<file path="src/rtl/core/loss_and_gradient_unit_core_assert.svh">
// Assertion macros shared by the loss and gradient unit RTL.
// Depends on nothing; included by the modules that carry checks.
`ifndef LOSS_AND_GRADIENT_UNIT_CORE_ASSERT_SVH
`define LOSS_AND_GRADIENT_UNIT_CORE_ASSERT_SVH

// Same-cycle implication, disabled during reset.
`define LGU_ASSERT_NOW(lbl, clk_i, rst_i, ante, cons, msg) \
  lbl: assert property (@(posedge clk_i) disable iff (!rst_i) (ante) |-> (cons)) \
    else $error(msg);

// Next-cycle implication, disabled during reset.
`define LGU_ASSERT_NEXT(lbl, clk_i, rst_i, ante, cons, msg) \
  lbl: assert property (@(posedge clk_i) disable iff (!rst_i) (ante) |=> (cons)) \
    else $error(msg);

`endif

</file>
<file path="src/rtl/core/lgu_pkg.sv">
// Types and constants of the loss and gradient unit.
// Depends on nothing; imported by every module of the unit.
`timescale 1ns / 1ps
`default_nettype none

package lgu_pkg;

  localparam int unsigned DataW = 32;
  localparam int unsigned OutW  = 48;
  localparam int unsigned CntW  = 17;
  localparam int unsigned ModeW = 2;
  localparam int unsigned NumW  = 64;
  localparam int unsigned DenW  = 48;

  localparam logic [ModeW-1:0] ModeCe  = 2'd1;
  localparam logic [ModeW-1:0] ModeBce = 2'd2;

  localparam logic CfgLossMode  = 1'b0;
  localparam logic CfgElemCount = 1'b1;

  localparam logic signed [33:0] OneQ24 = 34'sd16777216;
  localparam logic signed [33:0] EpLsb  = 34'sd2;
  localparam logic [31:0]        Ln2Q32 = 32'd2977044472;
  localparam logic signed [63:0] OutMax = 64'sd140737488355327;
  localparam logic signed [63:0] OutMin = -64'sd140737488355328;

  typedef enum logic [1:0] {
    OP_MSE,
    OP_CE,
    OP_BCE
  } lgu_op_t;

  typedef struct packed {
    logic signed [DataW-1:0] target;
    logic signed [DataW-1:0] pred;
    logic                    fin;
    lgu_op_t                 op;
    logic [CntW-1:0]         count;
  } lgu_item_t;

  typedef struct packed {
    logic      push;
    lgu_item_t item;
  } lgu_push_t;

  typedef struct packed {
    logic            start;
    logic [NumW-1:0] num;
    logic [DenW-1:0] den;
  } lgu_div_req_t;

endpackage

`default_nettype wire

</file>
<file path="src/rtl/core/lgu_queue.sv">
// Two-entry queue between the front end and the back end.
// Depends on lgu_pkg and the assertion macro header.
`timescale 1ns / 1ps
`default_nettype none
`include "loss_and_gradient_unit_core_assert.svh"

module lgu_queue (
  input  logic               clk,
  input  logic               rst_n,
  input  lgu_pkg::lgu_push_t wr,
  output logic               full,
  output logic               rd_valid,
  output lgu_pkg::lgu_item_t rd_item,
  input  logic               pop
);
  import lgu_pkg::*;

  localparam int unsigned Depth = 2;
  localparam int unsigned PtrW  = $clog2(Depth);
  localparam int unsigned FillW = $clog2(Depth + 1);

  lgu_item_t        mem_r [Depth];
  logic [PtrW-1:0]  wr_ptr_r;
  logic [PtrW-1:0]  rd_ptr_r;
  logic [FillW-1:0] count_r;
  logic             push;

  assign push     = wr.push;
  assign full     = (count_r == FillW'(Depth));
  assign rd_valid = (count_r != '0);
  assign rd_item  = mem_r[rd_ptr_r];

  always_ff @(posedge clk) begin
    if (push) begin
      mem_r[wr_ptr_r] <= wr.item;
    end
  end

  always_ff @(posedge clk) begin
    if (!rst_n) begin
      wr_ptr_r <= '0;
      rd_ptr_r <= '0;
      count_r  <= '0;
    end else begin
      if (push) begin
        wr_ptr_r <= (wr_ptr_r == PtrW'(Depth - 1)) ? '0 : wr_ptr_r + PtrW'(1);
      end
      if (pop) begin
        rd_ptr_r <= (rd_ptr_r == PtrW'(Depth - 1)) ? '0 : rd_ptr_r + PtrW'(1);
      end
      if (push && !pop) begin
        count_r <= count_r + FillW'(1);
      end else if (pop && !push) begin
        count_r <= count_r - FillW'(1);
      end
    end
  end

  `LGU_ASSERT_NOW(a_no_overflow, clk, rst_n, push && !pop, count_r != FillW'(Depth), "queue overflow")
  `LGU_ASSERT_NOW(a_no_underflow, clk, rst_n, pop, count_r != '0, "pop from empty queue")
  `LGU_ASSERT_NEXT(a_fill_up, clk, rst_n, push && !pop, count_r == $past(count_r) + FillW'(1), "fill count lost a push")

endmodule

`default_nettype wire

</file>
<file path="config.mk">
export PLATFORM = sky130hd
export DESIGN_NAME = lgu_queue
export DESIGN_NICKNAME = d
export VERILOG_FILES = /design/src/rtl/core/lgu_pkg.sv /design/src/rtl/core/lgu_queue.sv
export VERILOG_INCLUDE_DIRS = /design/src /design/src/rtl/core
export SDC_FILE = /design/constraint.sdc
export NUM_CORES = 1
export LEC_CHECK = 0
export CELL_PAD_IN_SITES_DETAIL_PLACEMENT = 1
export CELL_PAD_IN_SITES_GLOBAL_PLACEMENT = 1
export CORE_MARGIN = 5
export CORE_UTILIZATION = 45
export CTS_BUF_LIST = sky130_fd_sc_hd__clkbuf_8
export DETAILED_ROUTE_END_ITERATION = 10
export DONT_BUFFER_PORTS = 1
export GPL_ROUTABILITY_DRIVEN = 0
export PLACE_DENSITY = 0.74
export REMOVE_ABC_BUFFERS = 1
export SKIP_CTS_REPAIR_TIMING = 1
export SLEW_MARGIN = 20
export SYNTH_ARGS = -nofsm -noshare
export SYNTH_HDL_FRONTEND = slang
export SYNTH_SLANG_ARGS = --single-unit
</file>
<file path="constraint.sdc">
create_clock -name clk -period 7.07 [get_ports clk]
set_input_delay 1.0605 -clock clk [delete_from_list [all_inputs] [get_ports clk]]
set_output_delay 1.0605 -clock clk [all_outputs]
set_load 0.05 [all_outputs]
</file>
Yosys cells after proc, flatten, opt, wreduce, memory -nomap -nowiden:

Memories as Yosys holds them, arrays and structs flattened. A register that Yosys moved wholly into a read port is not among the register bits.
Index checks and enable logic that the tools add are counted.
W data, S select, Z words.

* flip-flop bits (word level): 4
* memory bits (writable): 168
* input bits: 88
* output and inout bits: 86
* word-level logic and storage cells: 23
* memories: 1

* add/sub/neg operators: 4
* equal/unequal tests: 1
* multiplexer cells: 8
* reduce and logical (&&, ||, !) cells: 6

Memory list
* mem_r: depth 2, width 84, read ports 1, clocked after Yosys merged registers in 1, wr ports 1, RTL line lgu_queue.sv:22 `lgu_item_t mem_r [Depth];`

Operators by type and width (count)
* $mux W1: 6
* $mux W2: 2
* $reduce_bool A2 Y1: 2
* $add A1 B1 Y1 const B: 2
* $add A2 B1 Y2 const B: 1
* $eq A2 B2 Y1 const B: 1
* $logic_and A1 B1 Y1: 2
* $logic_not A1 Y1: 2
* $sub A2 B1 Y2 const B: 1

Depth between registers and ports, before layout:

* depth after elaboration: 4
* mapped depth: 5
* mapped depth without buffers: 5

Worst setup path before layout:

Ideal clock, no wire load.

* kind: input to register
* start point: input port wr[84] (netlist bit)
* end point: memory mem_r[0][0] (netlist bit), enable pin
* data arrival time: 4.760 ns
* required time: 6.532 ns
* setup slack: 1.772 ns
* stages: 1
* cell sequence: nor2b_1

* longest elaborated chain between the ends: 2

Ends and longest elaborated chain
* from (decl): RTL line lgu_queue.sv:10 `input lgu_pkg::lgu_push_t wr,`
* $mux W1: RTL line lgu_queue.sv:34 `if (push) begin`
* $mux W1 (implied by the code): RTL line lgu_queue.sv:35 `mem_r[wr_ptr_r] <= wr.item;`
* to (decl): RTL line lgu_queue.sv:22

Every way passes these cells.

==> out/summary.txt <==
Antenna-violating nets left -> 0
Net Sw Frac -> 0.2656
CP startpoint kind -> flip-flop
Final Setup Violations -> 0
CTS tree -> yes
Setup crit end kind -> output pin
Ant diodes -> 0
Register area -> 0.005149 mm2
Die Span Y -> 130.4 um
Final cycle utilization of the critical path -> 0.5122
Antenna violations before repair -> 0
Slew Viols, Final -> 0
TritonRoute pass-1 iters -> 4
Clock power share -> 0.329
Syn_area_per_cell -> 23.05 um2
Commonest non-fill, non-tap cell in the layout -> edfxtp_1
Root buffer cell -> clkbuf_8
Crit Path Class -> flip-flop to output pin
Tot GR Track Use -> 0.1355
Share of cells above drive strength 1 -> 0.3987
Vias post-DR -> 2531
Synth area leader -> edfxtp_1
CTS Sinks -> 173
Gate power share -> 0.146
Least-Margin Pin Slew -> 738.8 ps
Total power -> 0.002305 W
HP Class -> flip-flop to flip-flop
WP data required -> 6010 ps
Layout Skew -> 9.280 ps
Area of the multi-input gates -> 0.001299 mm2
Top-level I/O count -> 174
Synth top area cells -> edfxtp_1 77%, mux2_4 14%, mux2_2 4.1%
Initial DRC Count -> 150
Run status -> finished, final reports clean
Row Count -> 44
Clk slew on worst S/H paths -> 90 ps
Worst skew pair latency -> 440 ps
Flop pwr share -> 0.524
Core area -> 0.01437 mm2
Hpwl dp -> 7726 um
Most frequent cells in the layout -> 168 x edfxtp_1, 60 x mux2_4, 24 x mux2_2
Post-Route WL -> 11420 um
Die ar. -> 0.01700 mm2
H-Tree Level Count -> 4
Area grow syn2layout -> 10.45%
Yosys warning count -> 0
Netlist cell types -> 19
Maximum net fanout on the critical path -> 44
Sequential area share after synthesis -> 0.7888
Routed len/inst -> 23.06 um
# fillers -> 1305
DRC viols -> 0
Worst IR drop on VDD -> 0.2155 mV
Nets -> 387
CTS Buf Count -> 17
Max-Cap Viols -> 0
Port Buffers -> 0
First-pass GRT wire length -> 16620 um
Vias per cell -> 5.113
Syn Inst Count -> 283
Pint -> 0.001693 W
Tmin final -> 3621 ps
Post-synth top area share -> 0.7735
Largest net degree at the start of global routing -> 47
Hold Violations, Final -> 0
Leakage -> 2.477 nW
Crit path DAT -> 2560 ps
Slew Limit Headroom -> 0.5075
Synth Register Bits -> 173
RSZ-0062 raised after global routing -> false
Achievable frequency -> 0.2761 GHz
Post-synthesis cell area -> 0.006523 mm2
Die Wd -> 130.4 um
TNS Setup -> 0 ps
P per Cell Area -> 320.0 mW/mm2
Grt ovf -> 0
CTS Buffer Depth -> 2
Initial core utilization -> 0.4539
Number of global-route vias before repair -> 2843
Sw Pwr -> 0.0006121 W
## stage by stage
| step | instance area [um2] | hold WS, ps | setup slack (ps) | instances | util |
|---|---|---|---|---|---|
| final | 7204 | 527.4 | 3449 | 495 | 0.5014 |
| after global routing | 7204 | 574.9 | 3274 | 495 | 0.5014 |
| after CTS | 7204 | 539.9 | 3328 | 495 | 0.5014 |
| after detailed placement | 6751 | 517.8 | 3847 | 463 | 0.4699 |
| after global placement | 6704 | 473.6 | 3885 | 461 | 0.4666 |
| after floorplan | 6437 | 461.2 | 1772 | 274 | - |
## registers in the layout, summed over array words and instances (netlist names), named ones only
name      cells
rd_ptr_r      1
count_r       2
mem_r       168
wr_ptr_r      1
## area by class of cell
type / count / area share
flip-flops and latches: 173 / 0.7147
clock inverters: 15 / 0.03039
repair buffers: 5 / 0.009726
well taps: 184 / 0.03196
multi-input cells: 100 / 0.1803
clock buffers: 17 / 0.03248
inverters: 1 / 0.0005210
## worst paths after layout
check              from            to  slack [ps]  cells after the start
min          count_r[1]    count_r[1]         530                      2
max reg2reg    wr_ptr_r  mem_r[1][36]        5560                      3
max           flip-flop   rd_item[64]        3450                      2
min reg2reg  count_r[1]    count_r[1]         530                      2
## cell families (layout without fill, tap and decap cells)
kind of cell,after synthesis,in the layout,synth area share
xor gates and xnor gates,3,3,0.004029
and+or+nand+nor,9,9,0.009016
AOI/OAI and AO/OA,3,3,0.003069
adders and majority gates,1,1,0.001918
DFF,173,173,0.7888
buffers and inverters,10,38,0.01362
muxes,84,84,0.1796
## worst max-delay path, cell delays in order (launching register included)
cell,delay [ps]
dfxtp_4,820
buf_4,690
mux2_2,540
## cell usage after synthesis (all sizes together)
library cell  instances
or2                   1
mux2                 84
nor2b                 2
ha                    1
o21a                  1
edfxtp              168
or3                   1
buf                   9
xor2                  2
and2                  4
o21ai                 1
inv                   1
dfxtp                 5
and2b                 1
a21boi                1
xnor2                 1
## per-layer routing
| layer | vias up | track usage | share of wire | wire [um] |
|---|---|---|---|---|
| met5 | - | 0 | 0 | 0 |
| met4 | 0 | 0.04356 | 0.0083 | 95 |
| met3 | 6 | 0.08943 | 0.14 | 1581 |
| met2 | 124 | 0.2158 | 0.49 | 5636 |
| met1 | 1260 | 0.1479 | 0.36 | 4102 |
| li1 | 1141 | - | - | - |
## power groups by stage
stage / registers (W) / logic [W] / clock network (W)
4_1_cts: 0.00121 / 0.000344 / 0.000786
5_1_grt: 0.00122 / 0.000349 / 0.000836
3_3_place_gp: 0.00123 / 0.000337 / 0
6_report: 0.00121 / 0.000337 / 0.000759
2_1_floorplan: 0.00124 / 0.000310 / 0
3_5_place_dp: 0.00123 / 0.000343 / 0
No activity file was read; power rests on OpenSTA's default activity.
