==> src/rtl/core/loss_and_gradient_unit_core_assert.svh <==
// Assertion macros shared by the loss and gradient unit RTL.
// Depends on nothing; included by the modules that carry checks.
`ifndef LOSS_AND_GRADIENT_UNIT_CORE_ASSERT_SVH
`define LOSS_AND_GRADIENT_UNIT_CORE_ASSERT_SVH

// Same-cycle implication, disabled during reset.
`define LGU_ASSERT_NOW(lbl, clk_i, rst_i, ante, cons, msg) \
  lbl: assert property (@(posedge clk_i) disable iff (!rst_i) (ante) |-> (cons)) \
    else $error(msg);

// Next-cycle implication, disabled during reset.
`define LGU_ASSERT_NEXT(lbl, clk_i, rst_i, ante, cons, msg) \
  lbl: assert property (@(posedge clk_i) disable iff (!rst_i) (ante) |=> (cons)) \
    else $error(msg);

`endif

==> src/rtl/core/lgu_pkg.sv <==
// Types and constants of the loss and gradient unit.
// Depends on nothing; imported by every module of the unit.
`timescale 1ns / 1ps
`default_nettype none

package lgu_pkg;

  localparam int unsigned DataW = 32;
  localparam int unsigned OutW  = 48;
  localparam int unsigned CntW  = 17;
  localparam int unsigned ModeW = 2;
  localparam int unsigned NumW  = 64;
  localparam int unsigned DenW  = 48;

  localparam logic [ModeW-1:0] ModeCe  = 2'd1;
  localparam logic [ModeW-1:0] ModeBce = 2'd2;

  localparam logic CfgLossMode  = 1'b0;
  localparam logic CfgElemCount = 1'b1;

  localparam logic signed [33:0] OneQ24 = 34'sd16777216;
  localparam logic signed [33:0] EpLsb  = 34'sd2;
  localparam logic [31:0]        Ln2Q32 = 32'd2977044472;
  localparam logic signed [63:0] OutMax = 64'sd140737488355327;
  localparam logic signed [63:0] OutMin = -64'sd140737488355328;

  typedef enum logic [1:0] {
    OP_MSE,
    OP_CE,
    OP_BCE
  } lgu_op_t;

  typedef struct packed {
    logic signed [DataW-1:0] target;
    logic signed [DataW-1:0] pred;
    logic                    fin;
    lgu_op_t                 op;
    logic [CntW-1:0]         count;
  } lgu_item_t;

  typedef struct packed {
    logic      push;
    lgu_item_t item;
  } lgu_push_t;

  typedef struct packed {
    logic            start;
    logic [NumW-1:0] num;
    logic [DenW-1:0] den;
  } lgu_div_req_t;

endpackage

`default_nettype wire

==> src/rtl/core/lgu_front.sv <==
// Front end: configuration registers, input acceptance and classification.
// Depends on lgu_pkg; feeds lgu_queue.
`timescale 1ns / 1ps
`default_nettype none

module lgu_front #(
  parameter int unsigned MAX_ELEMENTS = 65536
) (
  input  logic                     clk,
  input  logic                     rst_n,
  input  logic                     cfg_we,
  input  logic                     cfg_index,
  input  logic [lgu_pkg::CntW-1:0] cfg_wdata,
  input  logic                     in_tvalid,
  output logic                     in_tready,
  input  logic [63:0]              in_tdata,
  input  logic                     in_tlast,
  input  logic                     q_full,
  output lgu_pkg::lgu_push_t       wr
);
  import lgu_pkg::*;

  localparam logic [24:0] MaxElem = 25'(MAX_ELEMENTS);

  logic [ModeW-1:0] mode_r;
  logic [CntW-1:0]  count_r;
  logic [CntW-1:0]  count_eff;
  lgu_op_t          op;

  always_ff @(posedge clk) begin
    if (!rst_n) begin
      mode_r  <= '0;
      count_r <= CntW'(1);
    end else if (cfg_we) begin
      unique case (cfg_index)
        CfgLossMode:  mode_r  <= cfg_wdata[ModeW-1:0];
        CfgElemCount: count_r <= cfg_wdata;
        default: ;
      endcase
    end
  end

  // Clamp N to [1, MAX_ELEMENTS]
  always_comb begin
    if (count_r == '0) begin
      count_eff = CntW'(1);
    end else if ({8'd0, count_r} > MaxElem) begin
      count_eff = MaxElem[CntW-1:0];
    end else begin
      count_eff = count_r;
    end
  end

  // Unused mode code falls back to mean square error
  always_comb begin
    unique case (mode_r)
      ModeCe:  op = OP_CE;
      ModeBce: op = OP_BCE;
      default: op = OP_MSE;
    endcase
  end

  assign in_tready       = !q_full;
  assign wr.push         = in_tvalid && !q_full;
  assign wr.item.target  = in_tdata[31:0];
  assign wr.item.pred    = in_tdata[63:32];
  assign wr.item.fin     = in_tlast;
  assign wr.item.op      = op;
  assign wr.item.count   = count_eff;

endmodule

`default_nettype wire

==> config.mk <==
export PLATFORM = sky130hd
export DESIGN_NAME = lgu_front
export DESIGN_NICKNAME = d
export VERILOG_FILES = /design/src/rtl/core/loss_and_gradient_unit_core_assert.svh /design/src/rtl/core/lgu_pkg.sv /design/src/rtl/core/lgu_front.sv
export SDC_FILE = /design/constraint.sdc
export NUM_CORES = 1
export LEC_CHECK = 0
export BUFFER_PORTS_ARGS = -buffer_cell sky130_fd_sc_hd__clkbuf_2
export CORE_ASPECT_RATIO = 1.4
export CORE_MARGIN = 2
export CORE_UTILIZATION = 33
export DETAILED_ROUTE_END_ITERATION = 8
export GPL_ROUTABILITY_DRIVEN = 0
export MAX_ROUTING_LAYER = met4
export PLACE_DENSITY = 0.81
export SYNTH_ARGS = -nofsm -noshare
export SYNTH_HDL_FRONTEND = slang
export SYNTH_SLANG_ARGS = --single-unit
==> constraint.sdc <==
create_clock -name clk -period 1.4 [get_ports clk]
set_input_delay 0.21 -clock clk [delete_from_list [all_inputs] [get_ports clk]]
set_output_delay 0.21 -clock clk [all_outputs]
set_load 0.02 [all_outputs]
# Word level (Yosys, flattened, before mapping)

Index checks and enable logic that the tools add are counted.

Bits in registers: 19

Magnitude comparators: 1
Eq/ne operators: 2
Mux-type cells: 3
Bitwise operators: 1
Reduce and logical (&&, ||, !) cells: 5

Operators by type and width:

| operator                                               | number |
|---|---|
| 2-to-1 mux 17 bit                                      | 2 |
| greater-than comparator 17 bit (second input constant) | 1 |
| zero test 17 bit                                       | 1 |
| one-hot mux 2 bit (2 select lines)                     | 1 |
| AND reduction 2 bit                                    | 2 |
| equality test 2 x 1 -> 1 bit (second input constant)   | 1 |
| equality test 2 bit (second input constant)            | 1 |
| logical AND 1 bit                                      | 1 |
| zero test 1 bit                                        | 1 |
| NOT 1 bit                                              | 1 |

# Logic depth before layout (Yosys ltp)

Gate-level depths: netlist (run 1).

Word-level depth: 3
Mapped depth: 5
Mapped depth without buffers: 3

# Worst setup path after synthesis (run 1)

Ideal clock, no wire load.

Path kind: register to output
From: reg count_r[11]
To: out wr[10] in the netlist's numbering
Arrival: 1.240 ns
Required time: 1.190 ns
Slack: -0.050 ns
Stages on the path, launching flop included: 4
Buffers on the path: 0
Cells stage by stage: dfxtp_1 -> nor4_4 -> a41oi_4 -> nor2b_1

RTL lines:

| what                     | RTL line        | source |
|---|---|---|
| start: declaration       | lgu_front.sv:26 | `logic [CntW-1:0] count_r;` |
| start signal: assignment | lgu_front.sv:33 | `count_r <= CntW'(1);` |
| start signal: assignment | lgu_front.sv:37 | `CfgElemCount: count_r <= cfg_wdata;` |
| end: declaration         | lgu_front.sv:19 | `output lgu_pkg::lgu_push_t wr` |

==> results.md, run 1 <==
* Final Core Density at 35.77%
* Vias in the first global route at approximately 1.0k
* Post-synth top cells: 67 x buf_4, 35 x nand2_1, 19 x dfxtp_1, 17 x a21boi_0, 17 x nor2b_1
* CTS buffer count at 3
* Worst vdd ir at roughly 250 uV
* Syn Inst Count at approximately 180
* Setup Slack @ Placement at -208.4 ps
* Mapped Area at 0.001451 sq mm
* Post-synthesis register bit count at 19
* Initial antenna violation count at 0
* Root Driver: clkbuf_8
* N_diodes at 0
* Worst hold path class: input port to flip-flop
* Kind of critical path: flip-flop to output port
* Outcome: complete, but fails checks
* Dominant cell type by area after synthesis: buf_4
* HPWL after DPL at 2422 um
* Hold slack at 167.0 ps
* WP data arrival at 1540 ps
* Yosys Warn Count at 0
* Count leader, synth: buf_4
* Finish-stage setup viols at 11
* Antenna-violating nets left at 0
* Critical Path RT at between 1000 and 1500 ps
* Synth area leaders: buf_4 35%, dfxtp_1 26%, nand2_1 9.1%, a21boi_0 8.8%, nor2b_1 7.3%
* Power Dens Cells at around 850 mW/mm^2
* RSZ-0062 raised after global routing: yes
* Die ar. at between 0.004 and 0.005 sq mm
* Placed cell count at ~220
* Layout Skew at 0 ps
* Failing checks: setup timing
* Crit. End Element: output port
* Clk sinks at 19
* Family with the most delay on the worst path: simple AND/OR/NAND/NOR gates
* Overall routed net length at roughly 3300 um
* Number of hold buffers added after CTS at 0
* Non-Filler Instances at 235
* Setup crit start kind: flip-flop
* Ys async rst share at 0%
* DR pass1 iterations at 4
* Number of max-cap violations at 0
* Slowest cell on the critical path: dfxtp_2
* Post-synth EDFFs at 0
* Drt wl/cell at between 10 and 15 um
* Crit-path max FO at 5
* Crit path time final at about 1700 ps
* Initial Utilization at between 30 and 40%
* Slew Limit Fails at 0
* Switching part of the total at 28.26%
* Worst-skew pair later-pin latency at about 250 ps
* Crit-path max cell delay at around 340 ps
* CTS tree: yes
* Layout area overhead at 4.482%
* Overall routing resource usage at 13.98%
* H-tree lvl count at 1
* First-pass GRT wire length at 4926 um
* Final setup margin at -347.0 ps
* Final hold violation count at 0
* Initial DRC count at 14
* Worst path cell trace: nor4_4 -> buf_4 -> a41oi_4 -> nor2b_2 -> clkbuf_8
* Number of placement rows at 28
* Die Span Y at ~80 um
* Top FF cell, synth: dfxtp_1
* Post-synth cell types at 18
* P_sw at 0.0003660 W
* Number of port buffers at between 40 and 50
* Worst Path Buf+Inv at 2
* Net count after synthesis at roughly 260
* Vias at approximately 1.0k
* I/O pin count at about 170
* Net count, final at 264
* Share of the synthesized area in the top cell type at about a third
* Layout cell share with drive strength beyond 1 at ~46%
* Area after DPL at ~0.0013 sq mm
* Least-Margin Pin Slew at 331.0 ps
* Max_slew headroom at between 70% and 80%
* Avg Inst Size Synth at 8.294 sq um
* Fmax at 0.5724 GHz
* P_int at a little over 0.0009 W
* Grt ovf at 0
* Seq/Total Area, Yosys at a little over a quarter
* Seq pwr share at 45.8%
* Clk network pwr share at between 20 and 30%
* Vias per cell at between 4 and 5
* Chip width at 60.05 um
* Logic pwr share at about a quarter
* Largest net degree at the start of global routing at 20
* Leak Pwr at approximately 0.69 nW
* Post-route DRC at 0
* Final period util at 124.8%
* Clock-pin slew on the worst setup and hold paths at approximately 70 ps
* Max clock buf depth at 2
* Final instance area at around 0.0015 sq mm
* Core Area at 0.004239 sq mm
## cell families after synthesis
kind of cell,Yosys count,synth area share [%]
compound gates,20,11.55
buf+inv,73,36.29
flops,19,26.21
mux,1,0.6897
simple gates,62,25.26
## per-stage QoR
stage,total power [W],TNS (ps)
6_report,0.001295,-3460
3_3_place_gp,0.0008630,-1988
5_1_grt,0.001359,-4556
3_5_place_dp,0.0008669,-1951
2_1_floorplan,0.001023,-401.0
4_1_cts,0.001301,-3733
## routing by layer
layer / global-route usage, % / routed length, um / up-vias
met4: 15.78 / 271 / 0
met2: 22.17 / 1687 / 46
met3: 1.869 / 243 / 38
met1: 13.45 / 1098 / 469
met5: - / 0 / -
li1: - / - / 495
## tightest hold or removal path, stage by stage
cell	delay [ps]
clkbuf_2	80
nand2_1	40
a21boi_0	60
## cell usage in the layout, fill, tap and decap left out, types with 2 or more instances in the layout
| cell type | count |
|---|---|
| a21boi_0 | 17 |
| dfxtp_2 | 4 |
| a41oi_4 | 2 |
| nor2b_1 | 17 |
| nor4_4 | 4 |
| buf_4 | 30 |
| clkbuf_2 | 32 |
| dfxtp_1 | 15 |
| nand2_1 | 35 |
| inv_1 | 3 |
| nor2b_2 | 2 |
| clkbuf_8 | 5 |
## worst paths after layout
| kind | slack, ps | to | cells past startpoint | from |
|---|---|---|---|---|
| setup reg to reg | 580 | count_r[8] | 4 | count_r[8] |
| hold reg to reg | 490 | mode_r[0] | 2 | mode_r[0] |
| setup / recovery | -350 | wr[11] | 5 | count_r[14] |
| hold / removal | 170 | count_r[8] | 3 | cfg_wdata[8] |
## flip-flops by register name, indices dropped and copies added (netlist names)
name     flops
count_r     17
mode_r       2
## what timing repair did
item                                   CTS  global route
cloned                                   1             0
setup buffers                            6             1
endpoints found under the hold margin    0             0
pin swaps                                7             3
gates resized for setup                 17            12
setup endpoints to repair               11            11
## power by group through the flow
stage | Combinational, W | Clock, W | Sequential [W]
finish | 0.000318 | 0.000384 | 0.000593
global route | 0.000347 | 0.000416 | 0.000596
CTS | 0.000315 | 0.000393 | 0.000593
detailed placement | 0.000263 | 0 | 0.000604
global placement | 0.000260 | 0 | 0.000603
floorplan | 0.000420 | 0 | 0.000603
## area by class of cell
type / instances / area (sq um)
clock buffer: 4 / 45.04
fill: 461 / 2723
multi-input combinational: 84 / 575.6
inverter: 3 / 11.26
timing repair buffer: 65 / 424.2
tap: 60 / 75.07
sequential: 19 / 385.4
Power figures use the tool's default switching activity.
==> run 2: changes to the inputs <==
GPL_TIMING_DRIVEN = 0   (was not set)
==> results.md, run 2 (synthesis results as in run 1) <==
* Post-route DRC at 0 (unchanged)
* HP Start: cfg_wdata[3]
* R2R Path End: count_r[16]
* HPWL after DPL at 3136 um (+29%)
* Layout Skew at 0 ps (unchanged)
* H-tree lvl count at 1 (unchanged)
* Overall routing resource usage at 15.12% (+1.1 points)
* Antenna-violating nets left at 0 (unchanged)
* Die Span Y at 82.47 um (unchanged)
* Critical Path RT at 1190 ps (about the same)
* Fillcell total at 435 (-5.6%)
* Finish-stage setup viols at 11 (unchanged)
* Final setup margin at -345.9 ps (+1.098 ps)
* Switching part of the total at 32.56% (+4.3 points)
* Outcome: complete, but fails checks
* Logic pwr share at 40.1% (+16 points)
* Kind of critical path: flip-flop to output port
* Slowest cell on the critical path: dfxtp_2
* Number of port buffers at 108 (+150%)
* DR pass1 iterations at 4 (unchanged)
* Flop2flop setup slack at 680 ps (+100 ps)
* Number of placement rows at 28 (unchanged)
* Most common cell after layout, fill and taps aside: clkbuf_2
* Regs by FF count: count_r: 17 flops, mode_r: 2 flops
* Core Area at 0.004239 sq mm (unchanged)
* Clk sinks at 19 (unchanged)
* Drt wl/cell at 10.82 um (-23%)
* Max FFs per register at 17 (unchanged)
* Worst path cell trace: nor4_4 -> buf_4 -> nand4_1 -> a21oi_2 -> clkbuf_8
* I/O pin count at 174 (unchanged)
* Worst reg2reg path depth at 2 (-2)
* Chip width at 60.05 um (unchanged)
* Max_slew headroom at 78.19% (+0.26 points)
* Crit. End Element: output port
* Failing checks: setup timing
* RR Startpoint: count_r[16]
* Vias in the first global route at 1251 (+23%)
* Total power at 0.001620 W (+25%)
* Clk network pwr share at 23.0% (-6.7 points)
* Crit path time final at 1746 ps (-1.098 ps)
* Slew Limit Fails at 0 (unchanged)
* Largest Register: count_r
* Least-Margin Pin Slew at 327.2 ps (-3.843 ps)
* Grt ovf at 0 (unchanged)
* Layout area overhead at 55.86%
* Largest net degree at the start of global routing at 11 (-45%)
* Layout cell share with drive strength beyond 1 at 69.83% (+24 points)
* P_int at 0.001093 W (+18%)
* CTS tree: yes
* Commonest cells after routing, fill and taps aside: 97 x clkbuf_2, 81 x buf_4, 35 x nand2_1, 17 x nor2b_1, 17 x a21boi_0
* Final period util at 124.7% (about the same)
* P_sw at 0.0005276 W (+44%)
* Initial Utilization at 34.24% (unchanged)
* Reg area at 396.6 sq um (+2.9%)
* First-pass GRT wire length at 5492 um (+11%)
* Leak Pwr at 1.216 nW (+76%)
* Die ar. at 0.004952 sq mm (unchanged)
* Final hold violation count at 0 (unchanged)
* Worst vdd ir at 283.1 uV (+11%)
* N_diodes at 0 (unchanged)
* Overall routed net length at 3841 um (+16%)
* Number of max-cap violations at 0 (unchanged)
* Worst Hold End: count_r[3]
* Max clock buf depth at 2 (unchanged)
* Root Driver: clkbuf_8
* Worst hold path class: input port to flip-flop
* Multi-input gate area at 575.6 sq um (unchanged)
* Setup Slack @ Placement at -162.2 ps (+46.11 ps)
* Family with the most delay on the worst path: simple AND/OR/NAND/NOR gates
* Setup crit start kind: flip-flop
* RSZ-0062 raised after global routing: yes
* Vias at 1465 (+40%)
* WP data arrival at 1540 ps (about the same)
* Crit-path max cell delay at 340 ps (about the same)
* Hold path cells at 3 (unchanged)
* Crit-path max FO at 3 (-2)
* Vias per cell at 4.127 (-7.5%)
* Worst Path Buf+Inv at 2 (unchanged)
* Power Dens Cells at 716.3 mW/mm^2 (-16%)
* Initial DRC count at 3 (-11)
* Seq pwr share at 36.9% (-8.9 points)
* CTS buffer count at 3 (unchanged)
* Clock-pin slew on the worst setup and hold paths at 70 ps (about the same)
* Worst-skew pair later-pin latency at 250 ps (about the same)
* Fmax at 0.5728 GHz (about the same)
* Net count, final at 384 (+45%)
* Initial antenna violation count at 0 (unchanged)
## run 2: how the worst max path moves through the flow
stage | endpoint | cells past startpoint | start | slack, ps
after floorplan | wr[10] | 3 | count_r[11] | -50
after global placement | wr[12] | 4 | count_r[8] | -180
after detailed placement | wr[8] | 4 | count_r[3] | -160
after CTS | wr[8] | 5 | count_r[7] | -390
after global routing | wr[8] | 5 | count_r[0] | -440
final | wr[0] | 5 | count_r[11] | -350
## run 2: metrics by stage
| step | hold slack, ps | setup TNS, ps | instance area (sq um) | instances | utilization [%] |
|---|---|---|---|---|---|
| final | 176.2 | -3456 | 2262 | 355 | 53.36 |
| after global routing | 177.3 | -4610 | 2262 | 355 | 53.36 |
| after CTS | 181.6 | -3959 | 2240 | 354 | 52.83 |
| after detailed placement | 452.5 | -1629 | 2067 | 343 | 48.76 |
| after global placement | 444.7 | -1644 | 2067 | 343 | 48.76 |
| after floorplan | 347.6 | -401.0 | 1451 | 175 | - |
## run 2: layout make-up
class                           instances  share of cell area, %
Tap cell                               60                  3.319
Clock buffer                            4                  1.991
Timing Repair Buffer                  115                  28.43
Sequential cell                        19                  17.53
Buffer                                 70                  22.79
Multi-Input combinational cell         84                  25.44
Inverter                                3                 0.4978
## run 2: layer usage
| metal | share of wire, % | GRT usage, % | vias up |
|---|---|---|---|
| met5 | 0 | - | - |
| met4 | 1.1 | 5.778 | 0 |
| met3 | 10 | 1.713 | 2 |
| met2 | 56 | 29.46 | 108 |
| met1 | 32 | 14.76 | 622 |
| li1 | - | - | 733 |
## run 2: power by group through the flow
stage,clock network (W),logic (W),registers (W)
2_1_floorplan,0,0.000420,0.000603
3_3_place_gp,0,0.000585,0.000608
3_5_place_dp,0,0.000591,0.000609
4_1_cts,0.000382,0.000648,0.000599
5_1_grt,0.000403,0.000702,0.000602
6_report,0.000372,0.000650,0.000598
## run 2: worst min-delay path: stages
cell	delay [ps]
clkbuf_2	80
nand2_1	40
a21boi_0	60
## run 2: repair_timing
action,4_1_cts,5_1_grt
cloned,1,0
hold buffers,0,0
resized for setup,20,17
pin swaps,8,8
hold endpoints to repair,0,0
buffers inserted,6,1
setup endpoints to repair,11,11
==> run 3: changes to the inputs <==
SETUP_SLACK_MARGIN = 0.3   (was not set)
==> results.md, run 3 (synthesis results as in run 1) <==
* Initial antenna violation count at 0 (unchanged)
* Non-Filler Instances at 350 (-1.4%)
* Setup crit start kind: flip-flop
* P_int at 0.001090 W (-0.23%)
* Final hold violation count at 0 (unchanged)
* Area after DPL at 0.002096 sq mm (+1.4%)
* Core Area at 0.004239 sq mm (unchanged)
* Number of port buffers at 108 (unchanged)
* CTS buffer count at 3 (unchanged)
* Fillcell total at 383 (-12%)
* Initial DRC count at 32 (+29)
* Multi-input gate area at 590.6 sq um (+2.6%)
* Die ar. at 0.004952 sq mm (unchanged)
* Seq pwr share at 36.6% (-0.3 points)
* P_sw at 0.0005370 W (+1.8%)
* Largest Register: count_r
* Largest net degree at the start of global routing at 12 (+1)
* N_diodes at 0 (unchanged)
* Outcome: complete, but fails checks
* Busiest grt layer: met2
* Kind of critical path: flip-flop to output port
* Final instance area at 0.002357 sq mm (+4.2%)
* Failing checks: setup timing
* Antenna-violating nets left at 0 (unchanged)
* Worst-skew pair later-pin latency at 250 ps (about the same)
* Met2 Usage GRT at 30.87% (+1.4 points)
* Initial Utilization at 34.24% (unchanged)
* Overall routed net length at 3998 um (+4.1%)
* Chip width at 60.05 um (unchanged)
* Layout Skew at 0 ps (unchanged)
* RSZ-0062 raised after global routing: yes
* Final period util at 128.5% (+3.8 points)
* I/O pin count at 174 (unchanged)
* Die Span Y at 82.47 um (unchanged)
* Post-route DRC at 0 (unchanged)
* Total power at 0.001627 W (+0.42%)
* Overall routing resource usage at 15.23% (+0.12 points)
* Logic pwr share at 39.7% (-0.4 points)
* Met3 GRT Util at 2.181% (+0.47 points)
* Drt wl/cell at 11.42 um (+5.6%)
* Switching part of the total at 33.00% (+0.44 points)
* Layout area overhead at 62.41%
* Most common cell after layout, fill and taps aside: clkbuf_2
* Hold slack at 171.4 ps (-4.836 ps)
* Max FFs per register at 17 (unchanged)
* WP data arrival at 1590 ps (+50 ps)
* Number of hold buffers added after CTS at 0 (unchanged)
* Leak Pwr at 1.229 nW (+1.1%)
* Vias per cell at 4.183 (+1.4%)
* First-pass GRT wire length at 5520 um (+0.51%)
* Crit path time final at 1799 ps (+53.45 ps)
* Worst vdd ir at 333.4 uV (+18%)
* Finish-stage setup viols at 11 (unchanged)
* Clock-pin slew on the worst setup and hold paths at 80 ps (about the same)
* Crit-path max FO at 10 (+7)
* Number of max-cap violations at 0 (unchanged)
* Clk sinks at 19 (unchanged)
* Met1 usage at 14.06% (-0.70 points)
* Max_slew headroom at 71.12% (-7.1 points)
* H-tree lvl count at 1 (unchanged)
* Number of placement rows at 28 (unchanged)
* Net count, final at 379 (-1.3%)
* Root Driver: clkbuf_8
* Grt ovf at 0 (unchanged)
* CTS tree: yes
* HPWL after DPL at 3230 um (+3.0%)
* Least-Margin Pin Slew at 433.3 ps (+106.1 ps)
* Placed cell count at 343 (unchanged)
* Clk network pwr share at 23.7% (+0.7 points)
* Worst hold path class: input port to flip-flop
* Commonest cells after routing, fill and taps aside: 89 x clkbuf_2, 73 x buf_4, 35 x nand2_1, 17 x a21boi_0, 15 x clkbuf_8
* Max clock buf depth at 2 (unchanged)
* Fmax at 0.5558 GHz (-3.0%)
* Slew Limit Fails at 0 (unchanged)
* Critical Path RT at 1190 ps (about the same)
* Layout cell share with drive strength beyond 1 at 74.14% (+4.3 points)
* Reg area at 409.1 sq um (+3.2%)
* Final setup margin at -399.3 ps (-53.45 ps)
* Vias in the first global route at 1293 (+3.4%)
* Power Dens Cells at 690.3 mW/mm^2 (-3.6%)
* DR pass1 iterations at 3 (-1)
* Final TNS setup at -4201 ps (-745.2 ps)
* Regs by FF count: count_r: 17 flops, mode_r: 2 flops
* Vias at 1464 (-0.068%)
* Crit. End Element: output port
==> run 3: worst paths after layout <==
| path | start | endpoint | slack, ps | cells after the start |
|---|---|---|---|---|
| setup / recovery | count_r[9] | wr[10] | -400 | 5 |
| hold / removal | cfg_wdata[12] | count_r[12] | 170 | 3 |
| setup reg to reg | count_r[9] | count_r[9] | 670 | 3 |
| hold reg to reg | count_r[12] | count_r[12] | 490 | 2 |
==> run 3: cell type report <==
type	count	area share, %
Tap cell	60	3.185
Clock buffer	3	1.752
Timing Repair Buffer	111	30.10
Multi-Input combinational cell	83	25.05
Clock inverter	1	0.2123
Sequential cell	19	17.36
Buffer	70	21.87
Inverter	3	0.4777
==> run 3: power by group through the flow <==
stage / clock network [W] / logic (W) / registers, W
after CTS: 0.000407 / 0.000638 / 0.000598
after detailed placement: 0 / 0.000598 / 0.000611
after global routing: 0.000425 / 0.000693 / 0.000601
after floorplan: 0 / 0.000425 / 0.000604
final: 0.000385 / 0.000646 / 0.000596
after global placement: 0 / 0.000591 / 0.000609
==> run 3: routing by layer <==
| layer | vias up | part of all wire [%] |
|---|---|---|
| met5 | - | 0 |
| met4 | 0 | 0.75 |
| met3 | 2 | 10 |
| met2 | 106 | 57 |
| met1 | 635 | 33 |
| li1 | 721 | - |
==> run 3: stage by stage <==
step                      setup WS (ps)  util, %
final                            -399.3    55.61
after global routing             -472.7    55.61
after CTS                        -419.2    54.37
after detailed placement         -236.4    49.44
after global placement           -217.8    49.44
after floorplan                  -7.322        -
==> run 3: repair_timing <==
item                                    CTS  global route
hold endpoints to repair                  0             0
buffers inserted                          2             1
endpoints found under the setup margin   19            19
pin swaps                                 4             3
gates resized for setup                  40            20
==> run 3: worst max-delay path, stage by stage (launching register included) <==
cell	delay, ps
dfxtp_2	340
nor4_4	360
a41oi_4	180
buf_12	180
nor2b_2	120
clkbuf_8	150
